<file path="src/hw/rtl/drq_pkg.sv">
`timescale 1ns / 1ps
// ----------------------------------------------------------------------------
// Deadline-ordered release queue package
// Shared constants, codes and record types of the release queue.
// ----------------------------------------------------------------------------
package drq_pkg;

   localparam int QUEUE_DEPTH = 64;
   localparam int NUM_PROXIES = 16;
   localparam int PX_W        = 4;
   localparam int TIME_W      = 63;
   localparam int CLIENT_W    = 32;
   localparam int TAG_W       = 16;
   localparam int CFGV_W      = 20;
   localparam int REQ_DATA_W  = 248;
   localparam int RSP_DATA_W  = 312;

   typedef enum logic [1:0] {
      CMD_ARRIVE = 2'd0,
      CMD_VERIFY = 2'd1,
      CMD_TICK   = 2'd2,
      CMD_NONE   = 2'd3
   } cmd_type;

   localparam logic [1:0] KIND_REPORT  = 2'd0;
   localparam logic [1:0] KIND_RELEASE = 2'd1;
   localparam logic [1:0] KIND_IDLE    = 2'd2;
   localparam logic [1:0] KIND_REJECT  = 2'd3;

   localparam logic [2:0] REG_RECEIVER_ID  = 3'd0;
   localparam logic [2:0] REG_IGNORE_DL    = 3'd1;
   localparam logic [2:0] REG_SKIP_FWD     = 3'd2;
   localparam logic [2:0] REG_MEAS_INTERVAL = 3'd3;
   localparam logic [2:0] REG_MIN_CHECK    = 3'd4;

   typedef struct packed {
      logic [7:0]        receiver_id;
      logic              ignore_deadlines;
      logic              skip_forwarding;
      logic [CFGV_W-1:0] measure_interval_us;
      logic [CFGV_W-1:0] min_check_us;
   } cfg_type;

   typedef struct packed {
      cmd_type             cmd;
      logic [TIME_W-1:0]   now_us;
      logic [TIME_W-1:0]   deadline_us;
      logic [TIME_W-1:0]   key_dl;
      logic [CLIENT_W-1:0] client_key;
      logic [TIME_W-1:0]   send_time_us;
      logic [PX_W-1:0]     proxy_slot;
      logic [TAG_W-1:0]    request_tag;
      logic                verified_ok;
      logic                late;
   } item_type;

   typedef struct packed {
      logic [TAG_W-1:0]    tag;
      logic [TIME_W-1:0]   dl;
      logic [CLIENT_W-1:0] cl;
      logic                late;
      logic [TIME_W-1:0]   kdl;
      logic [CLIENT_W-1:0] kcl;
      logic                ver;
   } cell_type;

   typedef struct packed {
      logic [1:0]          result_kind;
      logic [TAG_W-1:0]    out_tag;
      logic [TIME_W-1:0]   out_deadline_us;
      logic [CLIENT_W-1:0] out_client_id;
      logic                out_late;
      logic                send_to_replica;
      logic [TIME_W-1:0]   next_check_us;
      logic [63:0]         one_way_delay_us;
      logic [TIME_W-1:0]   echo_send_time_us;
      logic [7:0]          report_receiver_id;
   } result_type;

endpackage

</file>
<file path="src/hw/rtl/drq_front.sv">
`timescale 1ns / 1ps
// ----------------------------------------------------------------------------
// Release queue front end
// Accepts request transactions, classifies them and holds them in a short queue.
// ----------------------------------------------------------------------------
module drq_front (
   input  logic                            clock,
   input  logic                            reset,
   input  drq_pkg::cfg_type                cfg,
   input  logic                            req_tvalid,
   output logic                            req_tready,
   input  logic [drq_pkg::REQ_DATA_W-1:0]  req_tdata,
   input  logic [1:0]                      req_tuser,
   output drq_pkg::item_type               q_item,
   output logic                            q_valid,
   input  logic                            q_pop
);

   drq_pkg::item_type mem_ff [2];
   drq_pkg::item_type item_in;
   logic       wr_ptr_ff, wr_ptr_in;
   logic       rd_ptr_ff, rd_ptr_in;
   logic [1:0] cnt_ff, cnt_in;
   logic       push;

   always_comb begin
      item_in.cmd          = drq_pkg::cmd_type'(req_tuser);
      item_in.now_us       = req_tdata[62:0];
      item_in.deadline_us  = req_tdata[125:63];
      item_in.client_key   = req_tdata[157:126];
      item_in.send_time_us = req_tdata[220:158];
      item_in.proxy_slot   = req_tdata[224:221];
      item_in.request_tag  = req_tdata[240:225];
      item_in.verified_ok  = req_tdata[241];
      item_in.late         = req_tdata[62:0] > req_tdata[125:63];
      if ((drq_pkg::cmd_type'(req_tuser) == drq_pkg::CMD_ARRIVE) && cfg.ignore_deadlines) begin
         item_in.key_dl = req_tdata[62:0];
      end else begin
         item_in.key_dl = req_tdata[125:63];
      end
   end

   assign req_tready = (cnt_ff != 2'd2);
   assign push       = req_tvalid && req_tready;
   assign q_valid    = (cnt_ff != 2'd0);
   assign q_item     = mem_ff[rd_ptr_ff];

   always_comb begin
      wr_ptr_in = wr_ptr_ff ^ push;
      rd_ptr_in = rd_ptr_ff ^ q_pop;
      cnt_in    = cnt_ff + {1'b0, push} - {1'b0, q_pop};
   end

   always_ff @(posedge clock) begin
      if (reset) begin
         wr_ptr_ff <= 1'b0;
         rd_ptr_ff <= 1'b0;
         cnt_ff    <= 2'd0;
      end else begin
         wr_ptr_ff <= wr_ptr_in;
         rd_ptr_ff <= rd_ptr_in;
         cnt_ff    <= cnt_in;
      end
   end

   always_ff @(posedge clock) begin
      if (push) begin
         mem_ff[wr_ptr_ff] <= item_in;
      end
   end

`ifndef SYNTHESIS
   assert property (@(posedge clock) disable iff (reset) q_pop |-> q_valid)
      else $error("Queue popped while empty.");
   assert property (@(posedge clock) disable iff (reset)
      (cnt_ff == 2'd2 && !q_pop) |=> cnt_ff == 2'd2)
      else $error("Full queue lost an entry.");
   assert property (@(posedge clock) disable iff (reset) cnt_ff != 2'd3)
      else $error("Queue count overflow.");
`endif

endmodule

</file>
<file path="config.mk">
export PLATFORM = sky130hd
export DESIGN_NAME = drq_front
export DESIGN_NICKNAME = d
export VERILOG_FILES = /design/src/hw/rtl/drq_pkg.sv /design/src/hw/rtl/drq_front.sv
export SDC_FILE = /design/constraint.sdc
export NUM_CORES = 1
export LEC_CHECK = 0
export BUFFER_PORTS_ARGS = -buffer_cell sky130_fd_sc_hd__buf_2
export CAP_MARGIN = 20
export CORE_AREA = 2 2 239 241
export DETAILED_ROUTE_END_ITERATION = 10
export DIE_AREA = 0 0 241 243
export PLACE_DENSITY = 0.77
export SYNTH_ARGS = -nofsm -noshare
export SYNTH_HDL_FRONTEND = slang
export SYNTH_SLANG_ARGS = --single-unit
</file>
<file path="constraint.sdc">
create_clock -name clock -period 11 [get_ports clock]
set_input_delay 0 -clock clock [delete_from_list [all_inputs] [get_ports clock]]
set_output_delay 0 -clock clock [all_outputs]
set_load 0.005 [all_outputs]
</file>
---- Yosys cells after proc, flatten, opt, wreduce, memory -nomap -nowiden ----
Memories as Yosys holds them, arrays and structs flattened. A register that Yosys moved wholly into a read port is not among the register bits.
Index checks and enable logic that the tools add are counted.
operators by class
  mux-type cells .......................... 4
  magnitude comparators ................... 1
  add/sub/neg operators ................... 2
  equal/unequal tests ..................... 1
  bitwise logic cells ..................... 2
  reduce and logical (&&, ||, !) cells .... 4
operator list
  operator                                       count
  > comparator 63 bit                            1
  two-way mux 63 bit                             1
  two-way mux 1 bit                              3
  adder 2 x 1 -> 2 bit                           1
  logical AND 1 bit                              2
  zero test 2 bit                                1
  inequality test 2 bit (second input constant)  1
  nonzero test 2 bit                             1
  subtractor 2 x 1 -> 2 bit                      1
  XOR 1 bit                                      2
storage, ports and cells
  memories ................................ 1
  flip-flop bits (word level) ............. 4
  logic and storage cells ................. 18
  output and inout port bits .............. 310
  input port bits ......................... 304
  bits in writable memories ............... 616
memory list
  memory  words  width  read ports  clocked after memory_dff  wr ports  line             RTL
  mem_ff  2      308    1           1                         1         drq_front.sv:19  drq_pkg::item_type mem_ff [2];

---- Logic depth before layout (Yosys ltp) ----
  depth in word-level cells ............... 4
  depth in mapped cells ................... 8
  mapped depth without buffers ............ 8

---- Worst setup path after synthesis ----
Ideal clock, no wire load.
  path kind ............................... register to register
  start ................................... reg cnt_ff[0]
  end ..................................... mem mem_ff[1][0] (netlist name), enable pin
  library setup time ...................... 0.711 ns
  arrival ................................. 7.661 ns
  path slack .............................. 2.628 ns
  required time ........................... 10.289 ns
  clock period less this slack ............ 8.372 ns
  path buffers ............................ 0
  stages on the path, launching flop included .. 5
  cell sequence ........................... dfxtp_1 nand2b_1 nand2_1 inv_1 ha_1
between the ends
  cells in the longest elaborated chain, start to end .. 4
ends and longest elaborated chain
  what                                     line             RTL
  start: declaration                       drq_front.sv:23  logic [1:0] cnt_ff, cnt_in;
  start signal: assignment                 drq_front.sv:62  cnt_ff <= cnt_in;
  inequality test 2 bit                    drq_front.sv:43  assign req_tready = (cnt_ff != 2'd2);
  named net req_tready                     drq_front.sv:11  output logic req_tready,
  logical AND 1 bit                        drq_front.sv:44  assign push = req_tvalid && req_tready;
  two-way mux 1 bit                        drq_front.sv:67  if (push) begin
  two-way mux 1 bit (implied by the code)  drq_front.sv:68  mem_ff[wr_ptr_ff] <= item_in;
  end: declaration                         drq_front.sv:19
The timed path passes the listed nets, and every way through them passes these cells.

---- Final worst setup path ----
  start ................................... reg cnt_ff[0]
  end ..................................... mem mem_ff[0][153] (netlist name), enable pin
between the ends
  cells in the longest elaborated chain, start to end .. 4
ends and longest elaborated chain
  what                                     line
  inequality test 2 bit                    drq_front.sv:43
  logical AND 1 bit                        drq_front.sv:44
  two-way mux 1 bit                        drq_front.sv:67
  two-way mux 1 bit (implied by the code)  drq_front.sv:68
Every way passes these cells.

==> impl_metrics.csv <==
group,metric,value,unit
sta,fmax,273,MHz
clocking,worstSkewPairLatency,0.61,ns
synthesis,synth_top_area_share,75.3,%
route,drc,0,
sta,finalCriticalPeriod,3.66,ns
clocking,htreeDepth,2,
global_route,grt_overflow_total,0,
clocking,clk_pin_slew_worst_paths,0.06,ns
setup_path,worst_ep_required_time,11.22,ns
power,p_leak,12.5,nW
synthesis,synth_seq_cells,620,
setup_path,critPathMostFrequentCell,"buf_4",
route,routed_wl,61.6,mm
setup_path,max_stage_delay,0.87,ns
setup_path,crit_fanout,72,
clocking,cts_num_sinks,620,
clocking,cts_buffer_depth,3,
synthesis,synth_edf_count,616,
sta,setup_viol,0,
min_path,hold_class,"input pin to flop",
route,ant_nets,0,
global_route,grt_pass1_wl,91.7,mm
synthesis,synth_cells,1340,
placement,place_hpwl,38.2,mm
route,vias,15000,
floorplan,die-area,58600,um2
global_route,grt_pass1_vias,16200,
synthesis,yosys_warnings,0,
clocking,cts_tree,"built",
route,firstDrtPassIters,5,
placement,placed_area,28200,um2
global_route,antenna_found_initial,3,
setup_path,start_kind,"flop",
power,total_power,6.38,mW
setup_path,path_buf_inv,3,
route,routedWlPerCell,20.7,um
clocking,cts_buffers,60,
sta,tightest_slew,1.07,ns
synthesis,netlist_area,24600,um2
synthesis,ys_types,37,
sta,tns,0,ns
setup_path,cp_cell_sequence,"nand2b_1 > nand2_1 > inv_1 > ha_4 > buf_4 > buf_4",
synthesis,post-synth-top-count-cell,"edfxtp_1",
floorplan,start_util,43.9,%
placement,gp_congestion,0.821,
floorplan,rows,87,
sta,hold_violations,0,
synthesis,async_flop_share,0,%
global_route,grt_max_degree,84,
sta,fin_worst_skew,0.0273,ns
finish,area_growth,33.4,%
placement,port_buffers,558,
synthesis,yosys-top-cells-count,"edfxtp_1 (616), mux2_2 (282), nand2_1 (77), inv_1 (68), ha_1 (67)",
clocking,cts_resized,0,
sta,hold_ws,0.0756,ns
finish,final_area,32800,um2
synthesis,synth_area_leader_cell,"edfxtp_1",
setup_path,critical_path_class,"flop to flop",
synthesis,synth_nets,1711,
finish,drive_gt1_share,43.0,%
setup_path,cp-end-kind,"flop",
synthesis,syn_area_per_cell,18.3,um2
synthesis,ys_seq_area_share,75.6,%
setup_path,path_delay_family,"buffers and inverters",
placement,place_inst,2621,
outcome,outcome,"complete, no violations",
sta,timing.final.crit_share,33.3,%
floorplan,fp.dieH,243,um
finish,final_cells,2980,
clocking,cts-root-buf,"clkbuf_16",
sta,drv_slew,0,
route,drt-initial-drc-count,811,
power,vdd_drop_max,0.000165,V
setup_path,worstPathArrival,3.88,ns
power,powerDensity,195,nW/um2
run,maxCapViolCount,0,
clocking,post_cts_buffers,0,
global_route,grt_usage,20.3,%
sta,rsz0062_at_grt,"false",
floorplan,die_w,241,um
synthesis,synth_ff_type,"edfxtp_1",
route,viasPerCell,5.03,
sta,relSlewSlack,28.9,%
synthesis,yosys-top-cells-area,"edfxtp_1 (75%), mux2_2 (13%), ha_1 (3.4%)",
setup_path,crit_slowest_cell,"buf_4",
finish,final_net_count,2545,
floorplan,io_pins,614,
floorplan,core_region_area,56000,um2
==> worst min-delay path: stages <==
cell and delay (ns):
buf_2 0.11, nand2_1 0.07, ha_1 0.17, xor2_1 0.09, xnor2_1 0.14, nor2_1 0.04
==> per-stage QoR <==
stage	setup slack, ns	util (%)
after floorplan	2.63	-
after global placement	7.38	50.5
after detailed placement	7.30	50.5
after CTS	7.28	58.6
after global routing	7.07	58.6
final	7.34	58.6
==> final timing paths <==
path,startpoint,endpoint,slack (ns),depth (start not counted)
worst max-delay path,cnt_ff[0]$_SDFF_PP0_,mem_ff[0][153]$_DFFE_PP_,7.34,6
worst min-delay path,req_tvalid,cnt_ff[1]$_SDFF_PP0_,0.08,6
worst min register to register,cnt_ff[1]$_SDFF_PP0_,cnt_ff[1]$_SDFF_PP0_,0.56,2
worst max register to register,cnt_ff[0]$_SDFF_PP0_,mem_ff[0][153]$_DFFE_PP_,7.34,6
==> state kept, by name (all words and copies together), names as in the netlist <==
signal and cells:
rd_ptr_ff 1, cnt_ff 2, wr_ptr_ff 1, mem_ff 616
==> layout by cell type, fill, tap and decap left out, types with 2 or more instances in the layout <==
cell type	instances
nand3_1	6
clkbuf_1	14
dfxtp_1	3
a221oi_1	6
buf_2	558
o21ai_1	24
a21oi_1	20
bufinv_16	12
clkinv_1	9
ha_4	2
clkbuf_16	61
nand4_1	8
nor2_1	5
clkinvlp_4	2
ha_1	65
clkinv_2	8
nand2_1	77
clkbuf_8	2
and3_1	2
dlygate4sd3_1	247
mux2_1	27
xnor2_1	2
edfxtp_1	616
mux2_2	282
buf_4	14
and4_4	6
a21o_1	5
diode_2	3
nor3_1	2
o21ai_0	50
inv_1	68
==> layout make-up <==
| class | count | area, um2 |
|---|---|---|
| clock inverter | 32 | 458 |
| fill | 4061 | 23200 |
| antenna | 3 | 7.51 |
| tap | 756 | 946 |
| timing repair buffer | 819 | 5370 |
| sequential | 620 | 18600 |
| inverter | 68 | 255 |
| multi-input combinational | 605 | 5550 |
| clock buffer | 77 | 1610 |
==> where the power goes <==
group / leakage, nW / total [mW] / switching (mW) / internal (mW)
clock: 1.00 / 2.16 / 0.858 / 1.31
combinational: 5.74 / 1.09 / 0.607 / 0.480
sequential: 5.78 / 3.13 / 0.0887 / 3.04
==> what timing repair did <==
item,in CTS,in global routing
hold endpoints to repair,618,0
hold buffers,247,0
setup endpoints to repair,0,0
==> cells by family (layout without fill, tap and decap cells) <==
family                   after synthesis  in the layout  synth area share, %
AO/OA/AOI/OAI                        111            111                 2.46
XOR/XNOR                               3              3                0.107
adder cells (fa/ha/maj)               67             67                 3.41
buffers and inverters                115            996                 1.95
flip-flops                           620            620                 75.6
multiplexers                         309            309                 14.2
other                                  0              3                    0
AND/OR/NAND/NOR                      115            115                 2.33
==> metal layers <==
metal  wire length (um)  GRT usage [%]  vias to the layer above
met4               2200           7.53                        0
met1              21900           22.0                     7405
li1                   -              -                     6844
met5                  0              0                        -
met3               5250           6.11                      139
met2              32300           37.0                      599
No activity file was read; power rests on OpenSTA's default activity.
